**src/rtl/enlf_pkg.sv**
```systemverilog
package enlf_pkg;

   localparam int IMAGE_WIDTH_DEF  = 128;
   localparam int IMAGE_HEIGHT_DEF = 128;
   localparam int NEIGH_RADIUS_DEF = 3;

   localparam int COORD_W    = 7;
   localparam int TIME_W     = 32;
   localparam int WIDX_W     = 6;
   localparam int WVAL_W     = 13;
   localparam int POT_W      = 16;
   localparam int GAIN_W     = 16;
   localparam int THR_W      = 15;
   localparam int CSR_IDX_W  = 2;
   localparam int CSR_DATA_W = 16;
   localparam int EXP_BITS   = 20;
   localparam int EXP_K_W    = 5;
   localparam int FACT_W     = 17;

   localparam int MUL_A_W = 33;
   localparam int MUL_B_W = 18;
   localparam int MUL_P_W = MUL_A_W + MUL_B_W;

   localparam logic [CSR_IDX_W-1:0] CSR_THRESHOLD = 2'd0;
   localparam logic [CSR_IDX_W-1:0] CSR_LEAK      = 2'd1;
   localparam logic [CSR_IDX_W-1:0] CSR_DECAY     = 2'd2;

   localparam logic signed [POT_W-1:0] NEG_HALF = -16'sd2048;

   typedef struct packed {
      logic signed [MUL_A_W-1:0] a;
      logic signed [MUL_B_W-1:0] b;
   } mul_req_type;

   function automatic logic [15:0] exp_rom(input logic [EXP_K_W-1:0] k);
      logic [15:0] v;
      case (k)
         5'd0:    v = 16'd65535;
         5'd1:    v = 16'd65534;
         5'd2:    v = 16'd65532;
         5'd3:    v = 16'd65528;
         5'd4:    v = 16'd65520;
         5'd5:    v = 16'd65504;
         5'd6:    v = 16'd65472;
         5'd7:    v = 16'd65408;
         5'd8:    v = 16'd65280;
         5'd9:    v = 16'd65026;
         5'd10:   v = 16'd64520;
         5'd11:   v = 16'd63520;
         5'd12:   v = 16'd61565;
         5'd13:   v = 16'd57835;
         5'd14:   v = 16'd51039;
         5'd15:   v = 16'd39750;
         5'd16:   v = 16'd24109;
         5'd17:   v = 16'd8869;
         5'd18:   v = 16'd1200;
         5'd19:   v = 16'd22;
         default: v = 16'd0;
      endcase
      return v;
   endfunction

endpackage

```
**src/rtl/enlf_mul.sv**
```systemverilog
module enlf_mul (
   input  logic                                 clock,
   input  enlf_pkg::mul_req_type                req,
   output logic signed [enlf_pkg::MUL_P_W-1:0]  prod_ff
);
   import enlf_pkg::*;

   always_ff @(posedge clock) begin
      prod_ff <= req.a * req.b;
   end

endmodule

```
**config.mk**
```make
export PLATFORM = sky130hd
export DESIGN_NAME = enlf_mul
export DESIGN_NICKNAME = d
export VERILOG_FILES = /design/src/rtl/enlf_pkg.sv /design/src/rtl/enlf_mul.sv
export SDC_FILE = /design/constraint.sdc
export NUM_CORES = 2
export LEC_CHECK = 0
export BUFFER_PORTS_ARGS = -buffer_cell sky130_fd_sc_hd__buf_2
export CAP_MARGIN = 15
export CORE_ASPECT_RATIO = 0.8
export CORE_MARGIN = 4
export CORE_UTILIZATION = 55
export CTS_BUF_LIST = sky130_fd_sc_hd__clkbuf_4 sky130_fd_sc_hd__clkbuf_8 sky130_fd_sc_hd__clkbuf_16
export CTS_CLUSTER_DIAMETER = 100
export DETAILED_ROUTE_END_ITERATION = 6
export HOLD_SLACK_MARGIN = 0.1
export PLACE_DENSITY = 0.76
export SETUP_SLACK_MARGIN = 0.5
export SLEW_MARGIN = 10
export SYNTH_ARGS = -nofsm -noshare
export SYNTH_HDL_FRONTEND = slang
export SYNTH_SLANG_ARGS = --single-unit
```
**constraint.sdc**
```tcl
create_clock -name clock -period 10.2 [get_ports clock]
set_input_delay 2.04 -clock clock [delete_from_list [all_inputs] [get_ports clock]]
set_output_delay 2.04 -clock clock [all_outputs]
set_load 0.01 [all_outputs]
```
==> flow_metrics.py <==
metrics = {
    "status": {
        "status": "finished clean",
    },
    "clocking": {
        "cts_buffers": 5,
        "cts_resized": 0,
        "cts_root_buf": "clkbuf_16",
        "htree_levels": 2,
        "clock-sinks": 51,
        "postCtsSetupBuffers": 0,
        "clk_pin_slew_ns": 0.07,
        "clock_path_buffers": 2,
        "cts-hold-fix-buffers": 0,
        "cts_tree": "built",
    },
    "placed_design": {
        "globalplace.congestion": 0.886,
        "dp_hpwl_mm": 41.6,
        "io_buffers": 102,
        "dpl.cell_count": 2823,
        "placed_area_um2": 22000,
    },
    "logic_synthesis": {
        "synth-seq-area-share_pct": 4.80,
        "synth_edf_count": 0,
        "ys_ff_latch": 51,
        "synth-main-ff-cell": "dfxtp_1",
        "yosys.area_share.adder_pct": 60.8,
        "synth_top_family_by_area": "adder cells",
        "syn_area_per_cell_um2": 9.14,
        "syn_nets": 3072,
        "synth_cells": 2328,
        "synth_xor_xnor_area_share_pct": 2.22,
        "muxShareOfSynthArea_pct": 0,
        "synth_area_um2": 21300,
        "async_flop_share_pct": 0,
        "synthSimpleGateAreaFrac_pct": 15.2,
        "yosysWarnings": 0,
        "synth_cell_type_count": 58,
        "synth-compound-area-share_pct": 4.18,
    },
    "timing": {
        "finalHoldViolCount": 0,
        "worstMarginPinSlew_ns": 0.870,
        "period_minus_slack_ns": 8.83,
        "finalCritPeriodShare_pct": 86.5,
        "slew_headroom_pct": 42.0,
        "slew_viol_final": 0,
        "setup_violations": 0,
        "rsz0062_at_grt": "false",
        "fmax_ghz": 0.113,
        "tns_ns": 0,
    },
    "global_routing": {
        "grt_pass1_wl_mm": 87.7,
        "grt_max_degree": 34,
        "antenna_found_initial": 2,
        "grt-ovfl-total": 0,
        "grt_pass1_vias": 17400,
        "grt_usage_pct": 26.2,
    },
    "finish": {
        "nets": 3079,
        "final_cell_mix": "inv_1, fa_1, nand2_1",
        "top_register": "prod_ff",
        "design_area_um2": 22200,
        "layout.cells.non_filler": 2833,
        "reg.largest.list": "prod_ff: 51 flops",
        "final_common_cell": "inv_1",
        "drive_gt1_share_pct": 5.57,
        "largest_reg_flops": 51,
        "fillers": 3326,
        "area_delta_synth_final_pct": 4.23,
    },
    "worst_setup_path": {
        "timing.critical_path.mode_cell": "fa_1",
        "cp_slowest_cell": "buf_2",
        "cpPeakStageDelay_ns": 0.66,
        "critPathRequiredTime_ns": 10.46,
        "crit_fanout": 33,
        "setup.worst_path.class": "in2reg",
        "critPathArrivalTime_ns": 9.09,
        "critical_path_buf_inv_count": 2,
        "cp-end-kind": "register",
        "cp_cell_sequence": "buf_2 > nand2_1 > fa_1 > fa_1 > fa_1 > inv_1 > fa_1 > fa_1 > fa_1 > ha_1 > a21oi_1 > o21ai_0 > or2b_1 > o211ai_1 > or3b_4 > o21ai_2 > o211ai_1 > a21o_1 > a21oi_2 > xnor2_1",
        "path_delay_family": "adder cells",
        "cp-start-kind": "input pin",
    },
    "min_path": {
        "hold_depth": 2,
        "whs_endpoint": "prod_ff[0]",
        "hold_start": "req[18]",
        "hold_path.class": "in2reg",
    },
    "detailed_routing": {
        "routed.top_layer": "met5",
        "drc": 0,
        "m1WireLength_mm": 20.4,
        "met3_length_mm": 4.32,
        "num_vias": 15300,
        "met2WireLength_mm": 25.6,
        "totalWireLength_mm": 51.8,
        "postRouteAntennaNets": 0,
        "via_per_inst": 5.40,
        "dr.pass1.iters": 5,
        "initialDrtViolationCount": 929,
        "wl_per_cell_um": 18.3,
    },
    "die": {
        "ios": 103,
        "core_um2": 38200,
        "die_h_um": 184,
        "dieArea_um2": 41900,
        "rows": 64,
        "die_w_um": 228,
        "initial_utilization_pct": 55.7,
    },
    "run": {
        "maxCapViolCount": 0,
    },
}
## per-stage QoR
stage | util (%) | hold slack [ns] | setup slack (ns)
3_5_place_dp | 57.6 | 2.43 | 1.20
4_1_cts | 58.0 | 2.16 | 1.54
2_1_floorplan | - | 2.16 | 2.36
5_1_grt | 58.0 | 2.20 | 1.18
3_3_place_gp | 57.6 | 2.44 | 1.27
6_report | 58.0 | 2.18 | 1.37
## worst max-delay path by stage
stage / start / to / slack, ns / cells past startpoint
after global placement: req[3] / prod_ff[50] / 1.27 / 20
after floorplan: req[41] / prod_ff[45] / 2.36 / 24
after detailed placement: req[3] / prod_ff[50] / 1.20 / 20
final: req[4] / prod_ff[50] / 1.37 / 20
after CTS: req[3] / prod_ff[50] / 1.54 / 20
after global routing: req[3] / prod_ff[50] / 1.18 / 22
## final cells by class
cell class	count	area (um2)	share of cell area, %
antenna	2	5.00	0.0226
clock buffer	5	125	0.564
clock inverter	3	23.8	0.107
inverter	618	2320	10.5
multi-input combinational	1555	17500	79.1
sequential	51	1020	4.61
tap	495	619	2.79
timing repair buffer	104	526	2.37
## Yosys cell counts, types with 2 or more instances
master,n,area [um2]
a31oi_1,4,25.0
xor2_1,11,96.3
xnor2_1,43,377
a31o_2,2,17.5
o21ai_0,23,115
clkbuf_1,101,379
or3_1,3,18.8
and4_1,2,17.5
fa_1,569,11400
inv_1,618,2320
nor2b_1,6,37.5
dfxtp_1,51,1020
nand3_1,6,30.0
a21oi_2,4,35.0
nand2_1,358,1340
nor2_1,48,180
o211ai_1,5,37.5
nor3_1,8,40.0
a21boi_0,3,22.5
o21bai_1,4,30.0
o21ai_1,2,10.0
nand4_1,3,18.8
o21a_1,9,67.6
and2_1,231,1450
nand2b_1,7,43.8
o311ai_1,2,17.5
a21o_1,11,82.6
a21oi_1,40,200
and3_1,3,18.8
ha_1,123,1540
## logic make-up after synthesis
kind of cell               count (synthesis)
and+or+nand+nor                          680
adders and majority gates                692
DFF                                       51
AOI/OAI and AO/OA                        129
buffers and inverters                    722
xor gates and xnor gates                  54
## metal layers
metal | vias up | GRT usage (%)
met5 | - | 0
met4 | 2 | 8.08
met1 | 7886 | 33.5
met3 | 126 | 5.10
met2 | 664 | 45.7
li1 | 6626 | -
Power is left out: the tool's default activity adds up to more than one toggle a clock period on the data nets, which glitch-free logic cannot reach.
