--- config.mk ---
export PLATFORM = sky130hd
export DESIGN_NAME = enlf_ram
export DESIGN_NICKNAME = d
export VERILOG_FILES = /design/src/rtl/enlf_ram.sv
export SDC_FILE = /design/constraint.sdc
export NUM_CORES = 1
export LEC_CHECK = 0
export BUFFER_PORTS_ARGS = -buffer_cell sky130_fd_sc_hd__buf_4
export CAP_MARGIN = 15
export CORE_ASPECT_RATIO = 0.7
export CORE_MARGIN = 1
export CORE_UTILIZATION = 41
export DETAILED_ROUTE_END_ITERATION = 16
export PLACE_DENSITY = 0.57
export SYNTH_ARGS = -nofsm -noshare
export SYNTH_HDL_FRONTEND = slang
export SYNTH_SLANG_ARGS = --single-unit
--- constraint.sdc ---
create_clock -name clock -period 2.9 [get_ports clock]
set_input_delay 0.145 -clock clock [delete_from_list [all_inputs] [get_ports clock]]
set_output_delay 0.145 -clock clock [all_outputs]
set_load 0.02 [all_outputs]
--- src/rtl/enlf_ram.sv ---
module enlf_ram #(
   parameter int WIDTH = 16,
   parameter int DEPTH = 16
) (
   input  logic                     clock,
   input  logic                     we,
   input  logic [$clog2(DEPTH)-1:0] waddr,
   input  logic [WIDTH-1:0]         wdata,
   input  logic                     re,
   input  logic [$clog2(DEPTH)-1:0] raddr,
   output logic [WIDTH-1:0]         rdata_ff
);
   logic [WIDTH-1:0] mem [DEPTH];

   always_ff @(posedge clock) begin
      if (we) begin
         mem[waddr] <= wdata;
      end
      if (re) begin
         rdata_ff <= mem[raddr];
      end
   end

endmodule
==> impl_summary.log, run 1 <==
INFO  metric outcome = finished clean
INFO  metric portBuffers = 42
INFO  metric worstSetupPathType = reg -> reg
INFO  metric totalWireLength = 21,600 um
INFO  metric slew_headroom = 55.6%
INFO  metric final_period_minus_worst_setup_slack = 1.53 ns
INFO  metric max_clock_freq = 652 MHz
INFO  metric post_dp_cell_area = 0.0111 mm^2
INFO  metric adder_cell_fraction_of_synth_area = 0%
INFO  metric timing_worst_slew_pin_value = 0.665 ns
INFO  metric initial_core_util = 42.4%
INFO  metric cp_max_delay_cell = mux4_1
INFO  metric timing.critical_path.required = 3.15 ns
INFO  metric drive_gt1_share = 32.5%
INFO  metric fp.dieH = 134 um
INFO  metric grt_first_pass_wirelength = 32,500 um
INFO  metric kind_of_launch_point_of_the_worst_setup_path = register
INFO  metric dp.final_hpwl = 12,200 um
INFO  metric use_met2 = 28.6%
INFO  metric synth_simple_gate_area_share = 1.89%
INFO  metric drc_errors = 0
INFO  metric yosysTopAreaCell = edfxtp_1
INFO  metric fin_area = 0.0120 mm^2
INFO  metric worst-path-stages = 3
INFO  metric critPathCaptureType = register
INFO  metric fin_skew = 0.00795 ns
INFO  metric min-delay-path-class = in -> reg
INFO  metric yosys-mux-area-fraction = 14.5%
INFO  metric worstPathArrival = 1.79 ns
INFO  metric global_route.peak_usage_layer = met2
INFO  metric ys_types = 18
INFO  metric route.detailed.wl_per_inst = 25.1 um
INFO  metric setup_tns = 0 ns
INFO  metric synth.top_cell.area_share = 80.0%
INFO  metric post_synth.cell_area_avg = 23.6 um^2
INFO  metric antenna_found_initial = 0
INFO  metric dr.first_iter.drc_count = 390
INFO  metric route.detailed.vias_per_inst = 5.52
INFO  metric final_setup_fails = 0
INFO  metric cts_root_buf = clkbuf_16
INFO  metric grtUsageTotal = 17.8%
INFO  metric max-vdd-ir-drop = 0.479 mV
INFO  metric power_density = 673 mW/mm^2
INFO  metric clock_latency = 0.51 ns
INFO  metric gp_congestion = 0.733
INFO  metric design_power = 8.10 mW
INFO  metric die_area = 0.0255 mm^2
INFO  metric detail-route-antenna-nets = 0
INFO  metric critical_path.top_delay_family = multiplexers
INFO  metric synth_top_family_by_area = multiplexers
INFO  metric number_of_global_route_vias_before_repair = 4,981
INFO  metric cts_htree_levels = 1
INFO  metric post_synthesis_compound_gate_area_fraction = 2.35%
INFO  metric synth_seq_cells = 272
INFO  metric synth.yosys.seq_area_share = 80.0%
INFO  metric tritoncts = done
INFO  metric die_w = 191 um
INFO  metric regToRegSetupSlack = 1.37 ns
INFO  metric post_synth_inst_count = 432
INFO  metric vias = 4,749
INFO  metric area.sequential = 0.00817 mm^2
INFO  metric detail_route.first_pass.iterations = 4
INFO  metric grt_max_degree = 39
INFO  metric ctsResizeCount = 0
INFO  metric cellLeakagePower = 3.91 nW
INFO  metric grt-ovfl-total = 0
INFO  metric finish.utilization = 50.0%
INFO  metric timing.final.hold_violations = 0
INFO  metric synthToLayoutAreaGrowth = 17.9%
INFO  metric grtUsageMet3 = 2.33%
INFO  metric placementRows = 47
INFO  metric finalNetCount = 553
INFO  metric final.period_utilization = 52.9%
INFO  metric clkTransAtPathRegs = 0.06 ns
INFO  metric cts-root-to-sink-buffers = 3
INFO  metric mappedNetlistArea = 0.0102 mm^2
INFO  metric path_cells = mux4_1 -> a22oi_1 -> nand2_1
INFO  metric holdPathStages = 1
INFO  metric postCtsSetupRepairBufs = 0
INFO  metric mappedNetlistNets = 459
INFO  metric multi_input_comb_area = 0.00196 mm^2
INFO  metric synth_xor_xnor_area_share = 0%
INFO  metric buffers_plus_inverters_on_the_worst_setup_path = 0
INFO  metric rsz0062_at_grt = false
INFO  metric floorplan.core_area = 0.0241 mm^2
INFO  metric synth_warnings = 0
INFO  metric maxCapViolCount = 0
INFO  metric met1_usage = 26.2%
INFO  metric final-max-slew-violation-count = 0
INFO  metric synth.top_cells.by_area = edfxtp_1, mux4_2, mux4_1, a22oi_1, nand2_1
INFO  metric worstRegToRegCells = 3
INFO  metric crit_path_max_incr_delay = 0.52 ns
INFO  metric n_antenna_cell = 0
INFO  metric critical_path.max_fanout = 1
INFO  metric num-fill-cells = 1,901
INFO  metric numCtsBuffers = 26
INFO  metric top_level_ports = 43
INFO  metric clkSinkCount = 272
-- worst register-to-register path, stage by stage (launching register included) --
cell and delay, ns:
edfxtp_1 0.36, mux4_1 0.52, a22oi_1 0.29, nand2_1 0.11
-- placed cells by master (no fill, tap or decap) --
master         instances
mux4_1                10
nor2_1                 1
nand3b_1               2
clkinv_2               5
nor2_2                12
dlygate4sd3_1         16
bufinv_16              2
nor3_2                 4
clkbuf_16             27
clkinv_1               6
mux4_2                54
nor2b_1                2
nand3_1                1
buf_12                 1
nand2_1               17
or3b_2                 1
nand2b_1               2
clkbuf_1               4
and2_1                 1
buf_4                 70
a22oi_1               32
edfxtp_1             272
-- path summary, 6_finish.rpt --
check            endpoint        from
max           rdata_ff[1]   mem[1][1]
max reg2reg   rdata_ff[1]   mem[1][1]
min          rdata_ff[14]          re
min reg2reg   rdata_ff[2]  mem[15][2]
-- state kept, by name (all words and copies together) (netlist names) --
register / cells
rdata_ff: 16
mem: 256
-- final cells by class --
class / instances / area share, %
clock buffers: 31 / 5.74
clock inverters: 13 / 0.894
multi-input cells: 139 / 16.3
flip-flops and latches: 272 / 67.9
well taps: 318 / 3.31
repair buffers: 87 / 5.87
-- per-layer routing --
layer	wire length, um	part of all wire (%)
met4	317	1.5
met3	907	4.2
met2	10300	48
met5	0	0
met1	10100	47
-- power by group --
part           internal, mW  leakage [nW]  switching [mW]
registers              4.43          2.47          0.0243
clock network          1.86         0.395            1.34
logic                 0.196          1.05           0.252
total                  6.48          3.91            1.62
-- cell usage after synthesis (all sizes together) --
cell type	number
nand2b	2
and2	1
nand3	1
nand3b	2
edfxtp	272
mux4	64
nor3	4
or3b	1
buf	13
nor2b	2
clkbuf	8
nand2	17
a22oi	32
nor2	13
-- timing repair --
item | in CTS | in global routing
hold buffers | 16 | 0
setup endpoints to repair | 0 | 0
endpoints found under the hold margin | 256 | 0
-- kinds of logic after synthesis --
family / Yosys count
multiplexers: 64
AND/OR/NAND/NOR: 43
flip-flops: 272
AO/OA/AOI/OAI: 32
buffers and inverters: 21
-- stage by stage --
stage / hold slack [ns] / std cells / setup slack [ns]
after global routing: 0.0704 / 860 / 1.28
after floorplan: 0.244 / 432 / 0.700
after detailed placement: 0.451 / 800 / 0.832
after global placement: 0.444 / 800 / 0.827
final: 0.0806 / 860 / 1.37
after CTS: 0.0674 / 860 / 1.36
No activity file was read; power rests on OpenSTA's default activity.
==> inputs of run 2 (changes only) <==
PLACE_DENSITY = 0.59   (was 0.57)
clock period = 1.35 ns   (was 2.9 ns; I/O delays follow)
==> run 2 against run 1 <==
  * The flow now finishes with violations (setup timing)
  * Clock-buffer cell count up 1
  * Power rose by 110%
  * Sequential share of layout area shrank 2.3 points
  * Combinational power rose to 2.5 times the previous value
  * Largest power group unchanged
==> impl_summary.log, run 2 (synthesis gave the netlist of run 1 again) <==
INFO  metric cellLeakagePower = 4.00 nW (+2.1%)
INFO  metric num-fill-cells = 1,886 (-0.79%)
INFO  metric final.period_utilization = 102% (+49 points)
INFO  metric vias = 4,865 (+2.4%)
INFO  metric min-delay-path-class = in -> reg
INFO  metric drive_gt1_share = 40.8% (+8.3 points)
INFO  metric fp.dieH = 134 um (unchanged)
INFO  metric floorplan.core_area = 0.0241 mm^2 (unchanged)
INFO  metric placementRows = 47 (unchanged)
INFO  metric fin_skew = 0.00666 ns (-0.00129 ns)
INFO  metric violations = setup timing
INFO  metric route.detailed.wl_per_inst = 25.7 um (+2.2%)
INFO  metric final_period_minus_worst_setup_slack = 1.37 ns (-0.161 ns)
INFO  metric number_of_global_route_vias_before_repair = 5,138 (+3.2%)
INFO  metric drc_errors = 0 (unchanged)
INFO  metric cts_htree_levels = 1 (unchanged)
INFO  metric cts_root_buf = clkbuf_16
INFO  metric grt_first_pass_wirelength = 33,600 um (+3.2%)
INFO  metric grt_max_degree = 31 (-21%)
INFO  metric finish.utilization = 51.8% (+1.7 points)
INFO  metric clock_latency = 0.51 ns (about the same)
INFO  metric setup_tns = -0.0491 ns (-0.0491 ns)
INFO  metric timing.critical_path.required = 1.60 ns (-1.55 ns)
INFO  metric power_density = 1360 mW/mm^2 (+100%)
INFO  metric postCtsSetupRepairBufs = 0 (unchanged)
INFO  metric tritoncts = done
INFO  metric grtUsageTotal = 18.5% (+0.68 points)
INFO  metric outcome = finished with violations
INFO  metric final_common_cell = edfxtp_1
INFO  metric worstSetupPathType = reg -> reg
INFO  metric largestRegisters = mem x256, rdata_ff x16
INFO  metric timing_worst_slew_pin_value = 0.972 ns (+0.308 ns)
INFO  metric design_power = 16.9 mW (+110%)
INFO  metric area.sequential = 0.00817 mm^2 (unchanged)
INFO  metric die_w = 191 um (unchanged)
INFO  metric route.detailed.vias_per_inst = 5.56 (+0.69%)
INFO  metric detail-route-antenna-nets = 0 (unchanged)
INFO  metric clkSinkCount = 272 (unchanged)
INFO  metric initial_core_util = 42.4% (unchanged)
INFO  metric worstRegToRegCells = 3 (unchanged)
INFO  metric n_antenna_cell = 0 (unchanged)
INFO  metric largest_register_ffs = 256 (unchanged)
INFO  metric antenna_found_initial = 0 (unchanged)
INFO  metric portBuffers = 42 (unchanged)
INFO  metric critical_path.max_fanout = 1 (unchanged)
INFO  metric gp_congestion = 0.723 (-1.4%)
INFO  metric max_clock_freq = 728 MHz (+12%)
INFO  metric die_area = 0.0255 mm^2 (unchanged)
INFO  metric top_level_ports = 43 (unchanged)
INFO  metric grt-ovfl-total = 0 (unchanged)
INFO  metric multi_input_comb_area = 0.00209 mm^2 (+6.4%)
INFO  metric timing.final.hold_violations = 0 (unchanged)
INFO  metric kind_of_launch_point_of_the_worst_setup_path = register
INFO  metric holdPathStages = 3 (+2)
INFO  metric final_setup_fails = 5 (+5)
INFO  metric clkTransAtPathRegs = 0.06 ns (about the same)
INFO  metric critPathCaptureType = register
INFO  metric detail_route.first_pass.iterations = 4 (unchanged)
INFO  metric slew_headroom = 34.9% (-21 points)
INFO  metric numCtsBuffers = 25 (-3.8%)
INFO  metric dp.final_hpwl = 13,000 um (+6.1%)
INFO  metric registers.top_by_ff_count = mem
INFO  metric worstPathArrival = 1.63 ns (-0.16 ns)
INFO  metric regToRegSetupSlack = -0.02 ns (-1.39 ns)
INFO  metric max-vdd-ir-drop = 0.842 mV (+76%)
INFO  metric maxCapViolCount = 0 (unchanged)
INFO  metric final-max-slew-violation-count = 0 (unchanged)
INFO  metric most-common-layout-cells = edfxtp_1, buf_4, mux4_2, a22oi_2, clkbuf_16
INFO  metric synthToLayoutAreaGrowth = 22.0%
INFO  metric finalNetCount = 569 (+2.9%)
INFO  metric cts-root-to-sink-buffers = 3 (unchanged)
INFO  metric totalWireLength = 22,500 um (+4.0%)
INFO  metric timing.final.ws_setup = -0.0232 ns (-1.39 ns)
INFO  metric dr.first_iter.drc_count = 523 (+34%)
INFO  metric rsz0062_at_grt = true
-- run 2: timing repair --
action	CTS	global route
hold endpoints to repair	272	0
gates resized for setup	17	18
hold buffers	17	0
pin swaps	18	5
endpoints found under the setup margin	15	16
-- run 2: worst max-delay path, stage by stage (launching register included) --
cell	delay, ns
edfxtp_1	0.36
mux4_2	0.48
a22oi_2	0.19
nand2_1	0.08
-- run 2: worst paths after layout --
check                              endpoint  startpoint
worst max-delay path            rdata_ff[8]  mem[11][8]
worst min-delay path             mem[0][10]    waddr[0]
worst max register to register  rdata_ff[8]  mem[11][8]
worst min register to register  rdata_ff[4]  mem[12][4]
-- run 2: per-layer routing --
layer / up-vias / part of all wire [%] / track usage (%)
met4: 0 / 1.4 / 3.33
met1: 2627 / 47 / 28.4
met5: - / 0 / 0
met3: 25 / 5.9 / 3.19
li1: 2062 / - / -
met2: 151 / 46 / 28.0
-- run 2: where the power goes --
group	internal, mW	total, mW	switching (mW)
Clock	3.39	6.22	2.83
Sequential	9.51	9.56	0.0509
Combinational	0.529	1.13	0.604
-- run 2: stage by stage --
step | std cells | hold slack (ns) | instance area, um^2 | setup slack [ns]
final | 875 | 0.131 | 12500 | -0.0232
after global routing | 875 | 0.129 | 12500 | -0.0881
after CTS | 875 | 0.112 | 12400 | -0.0269
after detailed placement | 816 | 0.375 | 11500 | -0.253
after global placement | 816 | 0.357 | 11500 | -0.246
after floorplan | 432 | 0.166 | 10300 | -0.238
-- run 2: layout make-up --
type,count,share of cell area (%)
Clock buffer,32,5.24
Multi-Input combinational cell,139,16.8
Tap cell,318,3.20
Clock inverter,10,0.392
Sequential cell,272,65.6
Timing Repair Buffer,104,8.82
